## config.mk

```make
export PLATFORM = sky130hd
export DESIGN_NAME = urgency_gate_signal_stats
export DESIGN_NICKNAME = d
export VERILOG_FILES = /design/src/rtl/usgs_pkg.sv /design/src/rtl/usgs_ctrl.sv /design/src/rtl/usgs_datapath.sv /design/src/rtl/urgency_gate_signal_stats.sv
export SDC_FILE = /design/constraint.sdc
export NUM_CORES = 2
export LEC_CHECK = 0
export BUFFER_PORTS_ARGS = -buffer_cell sky130_fd_sc_hd__buf_4
export CAP_MARGIN = 20
export CORE_MARGIN = 2
export CORE_UTILIZATION = 35
export DETAILED_ROUTE_END_ITERATION = 12
export PLACE_DENSITY = 0.58
export REMOVE_ABC_BUFFERS = 1
export SLEW_MARGIN = 15
export SYNTH_ARGS = -nofsm -noshare
export SYNTH_HDL_FRONTEND = slang
export SYNTH_SLANG_ARGS = --single-unit
```

## constraint.sdc

```tcl
create_clock -name clk -period 13.9 [get_ports clk]
set_input_delay 2.78 -clock clk [delete_from_list [all_inputs] [get_ports clk]]
set_output_delay 2.78 -clock clk [all_outputs]
set_load 0.02 [all_outputs]
```

## src/rtl/usgs_pkg.sv

```systemverilog
// ============================================================================
// usgs_pkg
// Shared types and constants for the urgency gate signal statistics block.
// ============================================================================
package usgs_pkg;

  // Fixed-point formats: values are unsigned Q1.FRAC_BITS, boost is Q8.8.
  localparam int FRAC_BITS = 16;
  localparam int VAL_W     = FRAC_BITS + 1;
  localparam int CNT_W     = 32;
  localparam int TOT_W     = CNT_W + 2;
  localparam int BOOST_W   = 16;
  localparam int BOOST_FRAC = 8;
  localparam int DIV_CNT_W = $clog2(VAL_W);
  localparam int CFG_IDX_W = 3;
  localparam int CFG_DAT_W = VAL_W;

  localparam logic [VAL_W-1:0] ONE = VAL_W'(1) << FRAC_BITS;

  // Register reset values.
  localparam logic [VAL_W-1:0]   THRESHOLD_RST = VAL_W'(13107);
  localparam logic [BOOST_W-1:0] BOOST_RST     = BOOST_W'(384);

  // Signal kinds.
  localparam logic [2:0] KIND_UPDATE      = 3'd0;
  localparam logic [2:0] KIND_PREDICTION  = 3'd1;
  localparam logic [2:0] KIND_CONFLICT    = 3'd2;
  localparam logic [2:0] KIND_INTEGRATION = 3'd3;

  // Configuration register indexes.
  typedef enum logic [CFG_IDX_W-1:0] {
    CFG_GATING_EN   = 3'd0,
    CFG_CONFLICT_EN = 3'd1,
    CFG_THRESHOLD   = 3'd2,
    CFG_BOOST       = 3'd3,
    CFG_ATTENTION   = 3'd4
  } cfg_idx_t;

  // Result status codes.
  typedef enum logic [1:0] {
    ST_ROUTED  = 2'd0,
    ST_GATED   = 2'd1,
    ST_INVALID = 2'd2
  } status_t;

  // Controller states.
  typedef enum logic [3:0] {
    S_IDLE,
    S_SCALE,
    S_BOOST,
    S_DECIDE,
    S_SETUP_C,
    S_DIV_C,
    S_FIX_C,
    S_SETUP_E,
    S_DIV_E,
    S_FIX_E,
    S_DONE
  } state_t;

  // Commands from the controller to the datapath.
  typedef struct packed {
    logic load_in;
    logic scale;
    logic boost;
    logic decide;
    logic setup_c;
    logic setup_e;
    logic div_step;
    logic fix_c;
    logic fix_e;
    logic out_load;
  } cmd_t;

  // Status from the datapath to the controller.
  typedef struct packed {
    logic routed;
    logic div_done;
    logic out_free;
  } dp_stat_t;

endpackage

```

## src/rtl/usgs_ctrl.sv

```systemverilog
// ============================================================================
// usgs_ctrl
// Sequencer for one item: gate computation, counter update, two serial
// mean divisions and the hand-off to the output register.
// ============================================================================
module usgs_ctrl (
  input  logic             clk,
  input  logic             rst,
  input  logic             sig_valid,
  output logic             sig_stall,
  input  usgs_pkg::dp_stat_t stat,
  output usgs_pkg::cmd_t   cmd
);
  import usgs_pkg::*;

  state_t state;
  state_t state_next;

  // State register.
  always_ff @(posedge clk) begin
    if (rst) begin
      state <= S_IDLE;
    end else begin
      state <= state_next;
    end
  end

  // Next state.
  always_comb begin
    state_next = state;
    unique case (state)
      S_IDLE:    if (sig_valid) state_next = S_SCALE;
      S_SCALE:   state_next = S_BOOST;
      S_BOOST:   state_next = S_DECIDE;
      S_DECIDE:  state_next = stat.routed ? S_SETUP_C : S_DONE;
      S_SETUP_C: state_next = S_DIV_C;
      S_DIV_C:   if (stat.div_done) state_next = S_FIX_C;
      S_FIX_C:   state_next = S_SETUP_E;
      S_SETUP_E: state_next = S_DIV_E;
      S_DIV_E:   if (stat.div_done) state_next = S_FIX_E;
      S_FIX_E:   state_next = S_DONE;
      S_DONE:    if (stat.out_free) state_next = S_IDLE;
      default:   state_next = S_IDLE;
    endcase
  end

  // Outputs.
  always_comb begin
    cmd          = '0;
    sig_stall    = 1'b1;
    unique case (state)
      S_IDLE: begin
        sig_stall   = 1'b0;
        cmd.load_in = sig_valid;
      end
      S_SCALE:   cmd.scale    = 1'b1;
      S_BOOST:   cmd.boost    = 1'b1;
      S_DECIDE:  cmd.decide   = 1'b1;
      S_SETUP_C: cmd.setup_c  = 1'b1;
      S_DIV_C:   cmd.div_step = 1'b1;
      S_FIX_C:   cmd.fix_c    = 1'b1;
      S_SETUP_E: cmd.setup_e  = 1'b1;
      S_DIV_E:   cmd.div_step = 1'b1;
      S_FIX_E:   cmd.fix_e    = 1'b1;
      S_DONE:    cmd.out_load = stat.out_free;
      default:   cmd = '0;
    endcase
  end

endmodule

```

## src/rtl/usgs_datapath.sv

```systemverilog
// ============================================================================
// usgs_datapath
// Configuration registers, urgency scaling, counters, running means with a
// shared restoring divider, and the output register.
// ============================================================================
module usgs_datapath (
  input  logic                          clk,
  input  logic                          rst,
  input  logic                          cfg_valid,
  input  logic [usgs_pkg::CFG_IDX_W-1:0] cfg_index,
  input  logic [usgs_pkg::CFG_DAT_W-1:0] cfg_data,
  input  logic [2:0]                    kind,
  input  logic [usgs_pkg::VAL_W-1:0]    urgency,
  input  logic [usgs_pkg::VAL_W-1:0]    coherence,
  input  logic [usgs_pkg::VAL_W-1:0]    pred_error,
  input  usgs_pkg::cmd_t                cmd,
  output usgs_pkg::dp_stat_t            stat,
  input  logic                          res_stall,
  output logic                          res_valid,
  output logic [1:0]                    status,
  output logic [usgs_pkg::CNT_W-1:0]    update_count,
  output logic [usgs_pkg::CNT_W-1:0]    prediction_count,
  output logic [usgs_pkg::CNT_W-1:0]    conflict_count,
  output logic [usgs_pkg::CNT_W-1:0]    integration_count,
  output logic [usgs_pkg::CNT_W-1:0]    gated_count,
  output logic [usgs_pkg::VAL_W-1:0]    mean_coherence,
  output logic [usgs_pkg::VAL_W-1:0]    mean_pred_error
);
  import usgs_pkg::*;

  // Configuration registers.
  logic               gating_en;
  logic               conflict_en;
  logic [VAL_W-1:0]   threshold;
  logic [BOOST_W-1:0] boost;
  logic [VAL_W-1:0]   attention;

  // Captured item, values clamped to one on arrival.
  logic [2:0]         kind_r;
  logic [VAL_W-1:0]   urg_r;
  logic [VAL_W-1:0]   coh_r;
  logic [VAL_W-1:0]   perr_r;

  // Gate pipeline.
  logic [VAL_W-1:0]         eff1;
  logic [VAL_W-1:0]         eff;
  logic [VAL_W-1:0]         att_c;
  logic [2*VAL_W-1:0]       prod1;
  logic [VAL_W+BOOST_W-1:0] prod2;
  logic [VAL_W+BOOST_W-BOOST_FRAC-1:0] boosted;
  logic               gated;
  logic               routed;

  // Statistics.
  logic [CNT_W-1:0]   upd_cnt;
  logic [CNT_W-1:0]   pred_cnt;
  logic [CNT_W-1:0]   conf_cnt;
  logic [CNT_W-1:0]   integ_cnt;
  logic [CNT_W-1:0]   gate_cnt;
  logic [VAL_W-1:0]   coh_mean;
  logic [VAL_W-1:0]   err_mean;
  status_t            stat_code;

  // Divider.
  logic [TOT_W-1:0]     total;
  logic [VAL_W-1:0]     dvd;
  logic [VAL_W-1:0]     quo;
  logic [TOT_W-1:0]     rem;
  logic [TOT_W:0]       rem_sh;
  logic                 q_bit;
  logic [DIV_CNT_W-1:0] div_cnt;
  logic                 x_ge_m;
  logic [VAL_W-1:0]     sel_mean;
  logic [VAL_W-1:0]     sel_x;
  logic [VAL_W-1:0]     fix_mean;
  logic [VAL_W-1:0]     fix_val;

  function automatic logic [VAL_W-1:0] clamp_one(input logic [VAL_W-1:0] v);
    return (v > ONE) ? ONE : v;
  endfunction

  function automatic logic [CNT_W-1:0] sat_inc(input logic [CNT_W-1:0] c);
    return (c == '1) ? c : c + CNT_W'(1);
  endfunction

  // Configuration writes; the port is always ready.
  always_ff @(posedge clk) begin
    if (rst) begin
      gating_en   <= 1'b1;
      conflict_en <= 1'b1;
      threshold   <= THRESHOLD_RST;
      boost       <= BOOST_RST;
      attention   <= ONE;
    end else if (cfg_valid) begin
      unique case (cfg_index)
        CFG_GATING_EN:   gating_en   <= cfg_data[0];
        CFG_CONFLICT_EN: conflict_en <= cfg_data[0];
        CFG_THRESHOLD:   threshold   <= cfg_data;
        CFG_BOOST:       boost       <= cfg_data[BOOST_W-1:0];
        CFG_ATTENTION:   attention   <= cfg_data;
        default: ;
      endcase
    end
  end

  // Item capture.
  always_ff @(posedge clk) begin
    if (cmd.load_in) begin
      kind_r <= kind;
      urg_r  <= clamp_one(urgency);
      coh_r  <= clamp_one(coherence);
      perr_r <= clamp_one(pred_error);
    end
  end

  // Urgency scaling by attention, then the conflict boost capped at one.
  assign att_c   = clamp_one(attention);
  assign prod1   = urg_r * att_c;
  assign prod2   = eff1 * boost;
  assign boosted = prod2[VAL_W+BOOST_W-1:BOOST_FRAC];

  always_ff @(posedge clk) begin
    if (cmd.scale) begin
      eff1 <= prod1[FRAC_BITS+VAL_W-1:FRAC_BITS];
    end
    if (cmd.boost) begin
      if (conflict_en && kind_r == KIND_CONFLICT) begin
        eff <= (boosted > {{(BOOST_W-BOOST_FRAC){1'b0}}, ONE}) ? ONE : boosted[VAL_W-1:0];
      end else begin
        eff <= eff1;
      end
    end
  end

  // Gate decision.
  assign gated  = gating_en && (eff < threshold);
  assign routed = !gated && (kind_r <= KIND_INTEGRATION);

  // Counters and status code.
  always_ff @(posedge clk) begin
    if (rst) begin
      upd_cnt   <= '0;
      pred_cnt  <= '0;
      conf_cnt  <= '0;
      integ_cnt <= '0;
      gate_cnt  <= '0;
    end else if (cmd.decide) begin
      if (gated) begin
        gate_cnt <= sat_inc(gate_cnt);
      end else if (routed) begin
        unique case (kind_r[1:0])
          KIND_UPDATE[1:0]:     upd_cnt   <= sat_inc(upd_cnt);
          KIND_PREDICTION[1:0]: pred_cnt  <= sat_inc(pred_cnt);
          KIND_CONFLICT[1:0]:   conf_cnt  <= sat_inc(conf_cnt);
          default:              integ_cnt <= sat_inc(integ_cnt);
        endcase
      end
    end
  end

  always_ff @(posedge clk) begin
    if (cmd.decide) begin
      if (gated) begin
        stat_code <= ST_GATED;
      end else if (routed) begin
        stat_code <= ST_ROUTED;
      end else begin
        stat_code <= ST_INVALID;
      end
    end
  end

  // Divider operand selection: coherence first, then prediction error.
  assign sel_mean = cmd.setup_c ? coh_mean : err_mean;
  assign sel_x    = cmd.setup_c ? coh_r : perr_r;

  // Restoring division of |x - mean| by the routed total, one bit a cycle.
  assign rem_sh = {rem, dvd[div_cnt]};
  assign q_bit  = (rem_sh >= {1'b0, total});

  always_ff @(posedge clk) begin
    if (cmd.setup_c) begin
      total <= TOT_W'(upd_cnt) + TOT_W'(pred_cnt) + TOT_W'(conf_cnt) + TOT_W'(integ_cnt);
    end
    if (cmd.setup_c || cmd.setup_e) begin
      x_ge_m  <= (sel_x >= sel_mean);
      dvd     <= (sel_x >= sel_mean) ? sel_x - sel_mean : sel_mean - sel_x;
      rem     <= '0;
      quo     <= '0;
      div_cnt <= DIV_CNT_W'(VAL_W - 1);
    end else if (cmd.div_step) begin
      rem     <= q_bit ? TOT_W'(rem_sh - {1'b0, total}) : rem_sh[TOT_W-1:0];
      quo     <= {quo[VAL_W-2:0], q_bit};
      div_cnt <= div_cnt - DIV_CNT_W'(1);
    end
  end

  // Mean update: a step up truncates, a step down rounds its magnitude up,
  // so the new mean is always the floor of the exact mean.
  assign fix_mean = cmd.fix_c ? coh_mean : err_mean;
  assign fix_val  = x_ge_m ? fix_mean + quo
                           : fix_mean - quo - VAL_W'(rem != '0);

  always_ff @(posedge clk) begin
    if (rst) begin
      coh_mean <= '0;
      err_mean <= '0;
    end else begin
      if (cmd.fix_c) coh_mean <= fix_val;
      if (cmd.fix_e) err_mean <= fix_val;
    end
  end

  // Output register; a new result loads when the slot is empty or drains.
  always_ff @(posedge clk) begin
    if (rst) begin
      res_valid <= 1'b0;
    end else if (cmd.out_load) begin
      res_valid <= 1'b1;
    end else if (!res_stall) begin
      res_valid <= 1'b0;
    end
  end

  always_ff @(posedge clk) begin
    if (cmd.out_load) begin
      status            <= stat_code;
      update_count      <= upd_cnt;
      prediction_count  <= pred_cnt;
      conflict_count    <= conf_cnt;
      integration_count <= integ_cnt;
      gated_count       <= gate_cnt;
      mean_coherence    <= coh_mean;
      mean_pred_error   <= err_mean;
    end
  end

  // Status back to the controller.
  assign stat.routed   = routed;
  assign stat.div_done = (div_cnt == '0);
  assign stat.out_free = !res_valid || !res_stall;

endmodule

```

## src/rtl/urgency_gate_signal_stats.sv

```systemverilog
// ============================================================================
// urgency_gate_signal_stats
// Urgency-gated signal router statistics: top level.
// ============================================================================
// Usage:
//   Input channel (sig_valid / sig_stall) carries one signal item: kind,
//   urgency, coherence and pred_error. Result channel (res_valid /
//   res_stall) returns one item per input: status plus a snapshot of all
//   counters and both running means after that item.
//   The configuration channel (cfg_valid / cfg_ready, cfg_index, cfg_data)
//   is always ready; write it only while no item is in flight.
// Sequencing:
//   A gated or rejected item passes the scale, boost and decide states and
//   then loads its result from the done state. A routed item also runs two
//   17-step divisions of the mean difference by the routed total, one after
//   the other on a single shared divider, before the done state. The
//   controller returns to idle at the edge that loads the result.
//   One item is in the block at a time; sig_stall is low only while the
//   controller is idle.
// Reset:
//   Synchronous, active high: counters and means clear, registers take
//   their defaults, and no result is pending.
// Stall:
//   The result register holds while res_stall is high; a finished item
//   waits in the controller until the register frees, and the next item
//   can be accepted while the last result is still waiting.
// ============================================================================
module urgency_gate_signal_stats (
  input  logic                           clk,
  input  logic                           rst,
  input  logic                           cfg_valid,
  output logic                           cfg_ready,
  input  logic [usgs_pkg::CFG_IDX_W-1:0] cfg_index,
  input  logic [usgs_pkg::CFG_DAT_W-1:0] cfg_data,
  input  logic                           sig_valid,
  output logic                           sig_stall,
  input  logic [2:0]                     kind,
  input  logic [usgs_pkg::VAL_W-1:0]     urgency,
  input  logic [usgs_pkg::VAL_W-1:0]     coherence,
  input  logic [usgs_pkg::VAL_W-1:0]     pred_error,
  output logic                           res_valid,
  input  logic                           res_stall,
  output logic [1:0]                     status,
  output logic [usgs_pkg::CNT_W-1:0]     update_count,
  output logic [usgs_pkg::CNT_W-1:0]     prediction_count,
  output logic [usgs_pkg::CNT_W-1:0]     conflict_count,
  output logic [usgs_pkg::CNT_W-1:0]     integration_count,
  output logic [usgs_pkg::CNT_W-1:0]     gated_count,
  output logic [usgs_pkg::VAL_W-1:0]     mean_coherence,
  output logic [usgs_pkg::VAL_W-1:0]     mean_pred_error
);
  import usgs_pkg::*;

  cmd_t     cmd;
  dp_stat_t stat;

  // Register writes never wait.
  assign cfg_ready = 1'b1;

  // Controller.
  usgs_ctrl u_ctrl (
    .clk       (clk),
    .rst       (rst),
    .sig_valid (sig_valid),
    .sig_stall (sig_stall),
    .stat      (stat),
    .cmd       (cmd)
  );

  // Datapath.
  usgs_datapath u_dp (
    .clk               (clk),
    .rst               (rst),
    .cfg_valid         (cfg_valid),
    .cfg_index         (cfg_index),
    .cfg_data          (cfg_data),
    .kind              (kind),
    .urgency           (urgency),
    .coherence         (coherence),
    .pred_error        (pred_error),
    .cmd               (cmd),
    .stat              (stat),
    .res_stall         (res_stall),
    .res_valid         (res_valid),
    .status            (status),
    .update_count      (update_count),
    .prediction_count  (prediction_count),
    .conflict_count    (conflict_count),
    .integration_count (integration_count),
    .gated_count       (gated_count),
    .mean_coherence    (mean_coherence),
    .mean_pred_error   (mean_pred_error)
  );

endmodule

```

* Word level (Yosys, flattened, before mapping)
Index checks and enable logic that the tools add are counted.
** Storage, ports and cells
- Register bits :: 645
- Input bits :: 79
- Output and inout bits :: 199
** Operators by class
- Multipliers :: 2
- Add/subtract/negate cells :: 15
- $lt $le $gt $ge :: 10
- Multiplexer cells :: 31
- Bitwise logic cells :: 7
- Equality and inequality tests :: 27
- Reductions and logical operators :: 26
** Operators with widths (number)
- $add 32x1->32 const B :: 5
- $eq 32x32->1 const B :: 5
- $mux 17 :: 8
- $add 34x32->34 :: 2
- $gt 17x17->1 const B :: 4
- $sub 17x17->17 :: 3
- $pmux 4 s11 :: 1
- $ge 35x34->1 :: 1
- $mux 34 :: 1
- $reduce_bool 34->1 :: 1
- $sub 34x34->34 :: 1
- $add 32x32->33 :: 1
- $mul 17x16->33 :: 1
- $mul 17x17->33 :: 1
- $gt 25x17->1 const B :: 1
- $mux 4 :: 5
- $reduce_and 5->1 :: 4
- $add 17x17->17 :: 1
- $ge 17x17->1 :: 1
- $lt 17x17->1 :: 1
- $sub 17x1->17 :: 1
- $eq 4x3->1 const B :: 4
- $mux 1 :: 14
- $eq 4x4->1 const B :: 3
- other kinds (27) :: 48

* Depth between registers and ports, before layout
- Depth after elaboration :: 6
- Mapped depth :: 28
- Depth with buffers taken out :: 27

* Cells and area by module
From an unflattened synthesis, not the netlist that was laid out.
** Second synthesis, totals
- Cell total of the unflattened synthesis :: 5392
- Area, all modules :: 51518.2 um^2
** Modules (own cells, without submodules)
- usgs_datapath :: times used 1, cells each 5342, seq. area each 16215.6 um^2, area each 51121.5 um^2
- usgs_ctrl :: times used 1, cells each 48, seq. area each 80.1 um^2, area each 385.4 um^2
- urgency_gate_signal_stats :: times used 1, cells each 2, seq. area each 0.0 um^2, area each 11.3 um^2

* Least setup slack after synthesis
No wires, ideal clock.
- Path kind :: input-to-reg
- Start point :: in res_stall
- End point :: reg u_dp.conflict_count[0] in the netlist's numbering (enable)
- Setup time :: 0.818 ns
- Path buffers :: 0
- Required time :: 13.082 ns
- Cell stages on the path :: 1
- Arrival time :: 12.205 ns
- Setup slack :: 0.877 ns
- Path through :: a21oi_1
** On the way
- Word-level cells in the longest chain between the ends :: 3
** Ends and longest elaborated chain
- start: declaration :: RTL line urgency_gate_signal_stats.sv:42 : input logic res_stall,
- $logic_not 1->1
- $logic_or 1x1->1 :: RTL line usgs_datapath.sv:241 : assign stat.out_free = !res_valid || !res_stall;
- $mux 1 :: RTL line usgs_ctrl.sv:51 : unique case (state)
- end signal: assignment :: RTL line usgs_datapath.sv:230 : conflict_count <= conf_cnt;
- end: declaration :: RTL line usgs_datapath.sv:23 : output logic [usgs_pkg::CNT_W-1:0] conflict_count,
No other way between the ends.
A chain may end at the register's enable or synchronous reset.

* Worst setup path in the final report
- Start point :: reg u_dp.attention[0]
- End point :: reg u_dp.eff1[16] (data pin)
** On the way
- Word-level cells in the longest chain between the ends :: 3
** Ends and longest elaborated chain
- start: declaration :: RTL line usgs_datapath.sv:36 : logic [VAL_W-1:0] attention;
- start signal: assignment :: RTL line usgs_datapath.sv:100 : CFG_ATTENTION: attention <= cfg_data;
- $gt 17x17->1 :: RTL line usgs_datapath.sv:79 : return (v > ONE) ? ONE : v;
- $mux 17 (*) :: RTL line usgs_datapath.sv:79
- $mul 17x17->33 (*) :: RTL line usgs_datapath.sv:118 : assign prod1 = urg_r * att_c;
- named net u_dp.prod1[32] :: RTL line usgs_datapath.sv:48 : logic [2*VAL_W-1:0] prod1;
- end signal: assignment :: RTL line usgs_datapath.sv:124 : eff1 <= prod1[FRAC_BITS+VAL_W-1:FRAC_BITS];
- end: declaration :: RTL line usgs_datapath.sv:45 : logic [VAL_W-1:0] eff1;
The timed path passes the listed nets; every way through them passes the cells marked *.

==> results by group <==
Outcome
  • Status: finished clean

STA
  • Setup TNS: 0 ns
  • Final hold vios: 0
  • Fin crit period: between 8 and 9 ns
  • Worst rel slew slack: about a quarter
  • Tcrit/Tclk final: about 58%
  • Actual slew at the worst max-slew pin: around 1.1 ns
  • Max Clk Rate: roughly 120 MHz
  • Slew Viols, Final: 0
  • Final Skew: roughly 0.044 ns
  • Final setup vio count: 0
  • RSZ-0062 raised after global routing: false

Synth
  • Mapped Cells: 5671
  • Sequential fraction of the synthesis area: 31.0%
  • FF+latch count, synth: approximately 650
  • Synth warn: 0
  • EDFF count, synth: ~340
  • Synth cell types: 90
  • Top FF cell, synth: edfxtp_1
  • Synth Area per Inst: ~9.3 sq um
  • Top cell type's share of synthesized area: roughly a fifth
  • Asr flop ratio synth: 0%
  • Synth Cell Area: 52600 sq um
  • Area leader, netlist: edfxtp_1
  • Top post-synthesis cells by area: edfxtp_1, fa_1, dfxtp_1

Cells and area
  • Nets: 6781
  • Fraction of layout cells with a size suffix above 1: 9.00%
  • Antenna diodes: 0
  • FILL cells: about 15000
  • Area Growth Syn to Fin: 12.7%

Worst setup path
  • Largest fanout on the critical path: 17
  • Type of origin of the critical path: flop
  • Worst Path Buf+Inv: 5
  • WS Path Type: flop to flop
  • CP required: 14.41 ns
  • Critical path data arrival time: about 8.6 ns
  • Most used cell, CP: fa_1
  • Critical-path top delay cell: nor2b_2
  • Largest stage delay, worst path: approximately 0.94 ns
  • Critical path's top delay family: adder cells
  • Critical Path End Type: flop

Floorplanning
  • Core Rows: ~140
  • Die area: 153000 sq um
  • Die Wd: just under 400 um
  • Ports: about 280
  • Area of the core: roughly 150000 sq um
  • Initial Util: about a third
  • Die Height: slightly below 400 um

Routing
  • TritonRoute pass-1 iters: 5
  • Vias/cell: 5.02
  • DR iter-0 viols: 2353
  • Number of remaining DRC errors: 0
  • Final WL: roughly 140000 um
  • Wire length per cell: roughly 18 um
  • Remaining antenna violation count: 0
  • Via count: around 40000

CTS
  • Post-CTS Setup Inserts: 0
  • Sinks on Clock Net: 645
  • Post-CTS Resized: 0
  • Skew-Pair Late Insertion Delay: 0.69 ns
  • Clock slew at reported path FFs: 0.06 ns
  • CTS root buf: clkbuf_16
  • Htree depth: 3
  • Cts bufs inserted: between 70 and 80
  • CTS tree: yes
  • # hold bufs at CTS: 0
  • Bufs on Longest Clock Path: 3

GRT
  • Largest net degree at the start of global routing: 127
  • GRT Overall Usage: between 10% and 20%
  • Grt ovf: 0
  • GRT Max-Usage Layer: met2
  • Initial antenna violation count: 2
  • Met1 global-route usage: between 20% and 30%
  • Met2 Track Usage GR: between 20% and 30%
  • Vias in the first global route: between 30000 and 40000
  • Routing usage on met3: 3.14%
  • First-pass GRT wire length: between 200000 and 250000 um

Place
  • PortBufs: between 200 and 300
  • Final GP Congestion: 0.856
  • Dpl hpwl: 106000 um

Power
  • Pwr Density: 126 nW/um^2
  • Switching part of the total: approximately two fifths
  • Static leakage: approximately 0.026 uW
  • Sequential share of power: around 33%
  • Worst vdd ir: between 100 and 150 uV
  • Clock share of power: approximately 28%
  • Psw: 2970 uW
  • Int Pwr: ~4500 uW
  • Pwr Total: around 7500 uW
  • Gate power share: a little under 40%

Hold path
  • HP Class: flop to flop

Run
  • Max Cap Violations: 0
[placed cells by master (no fill, tap or decap), drive strengths merged, types with 216 or more instances in the layout]
master  count
fa        468
nor2      296
dfxtp     307
edfxtp    338
nand2     732
ha        401
a21oi     289
buf       315
and2      216
inv       864
[cells in the mapped netlist, types with 65 or more instances]
| cell type | count |
|---|---|
| a21o_1 | 92 |
| a21oi_1 | 287 |
| and2_1 | 215 |
| clkbuf_1 | 192 |
| dfxtp_1 | 307 |
| edfxtp_1 | 338 |
| fa_1 | 468 |
| ha_1 | 401 |
| inv_1 | 857 |
| nand2_1 | 730 |
| nand3_1 | 75 |
| nand4_1 | 88 |
| nor2_1 | 296 |
| nor2b_1 | 91 |
| nor3_1 | 65 |
| nor4_1 | 72 |
| o21ai_0 | 183 |
| xnor2_1 | 174 |
| xor2_1 | 92 |
[final timing paths]
check                                  startpoint        endpoint  slack, ns  depth (start not counted)
worst max-delay path            u_dp.attention[0]   u_dp.eff1[16]       5.86                         25
worst min-delay path            u_dp.stat_code[1]  u_dp.status[1]       0.43                          0
worst max register to register  u_dp.attention[0]   u_dp.eff1[16]       5.86                         25
worst min register to register  u_dp.stat_code[1]  u_dp.status[1]       0.43                          0
[layout make-up]
type	instances	area (sq um)	area share, %
Clock buffer	109	2200	3.71
Clock inverter	35	420	0.709
Inverter	858	3220	5.43
Multi-Input combinational cell	3935	32300	54.4
Sequential cell	645	16300	27.5
Tap cell	2016	2520	4.25
Timing Repair Buffer	316	2400	4.04
[power by group through the flow]
stage,logic [uW],clock network [uW],registers (uW)
4_1_cts,2920,2120,2480
6_report,2900,2070,2490
3_3_place_gp,2870,0,2520
2_1_floorplan,2100,0,2410
3_5_place_dp,2890,0,2520
5_1_grt,3260,2190,2510
[sequential cells by signal (all words and copies together), names as in the netlist, 32 cells and up]
| register | cells |
|---|---|
| u_dp.conf_cnt | 32 |
| u_dp.pred_cnt | 32 |
| u_dp.gated_count | 32 |
| u_dp.integration_count | 32 |
| u_dp.conflict_count | 32 |
| u_dp.upd_cnt | 32 |
| u_dp.rem | 34 |
| u_dp.total | 34 |
| u_dp.integ_cnt | 32 |
| u_dp.gate_cnt | 32 |
| u_dp.update_count | 32 |
| u_dp.prediction_count | 32 |
[layer usage]
layer	routed length, um	part of all wire [%]	up-vias
li1	-	-	19100
met1	63000	45	19500
met2	64900	47	992
met3	8270	5.9	169
met4	3260	2.3	2
met5	13	0.0093	-
[kinds of logic after synthesis]
family,after synthesis,share of synthesized area [%]
AND/OR/NAND/NOR,1854,17.2
buffers and inverters,1091,7.85
adder cells (fa/ha/maj),869,27.3
AO/OA/AOI/OAI,851,10.2
flip-flops,645,31.0
XOR/XNOR,266,4.43
multiplexers,94,1.97
other,1,0.00713
[per-stage QoR]
step	instances	util [%]	hold WS (ns)	setup WS (ns)	cell area [sq um]
6_report	7914	39.7	0.426	5.86	59300
4_1_cts	7914	39.7	0.426	5.90	59300
3_3_place_gp	7769	37.9	0.419	5.95	56700
5_1_grt	7914	39.7	0.443	5.37	59300
3_5_place_dp	7770	37.9	0.411	5.93	56700
2_1_floorplan	5438	-	0.400	0.877	51700
Note: power is estimated with default switching activity, not from simulation.
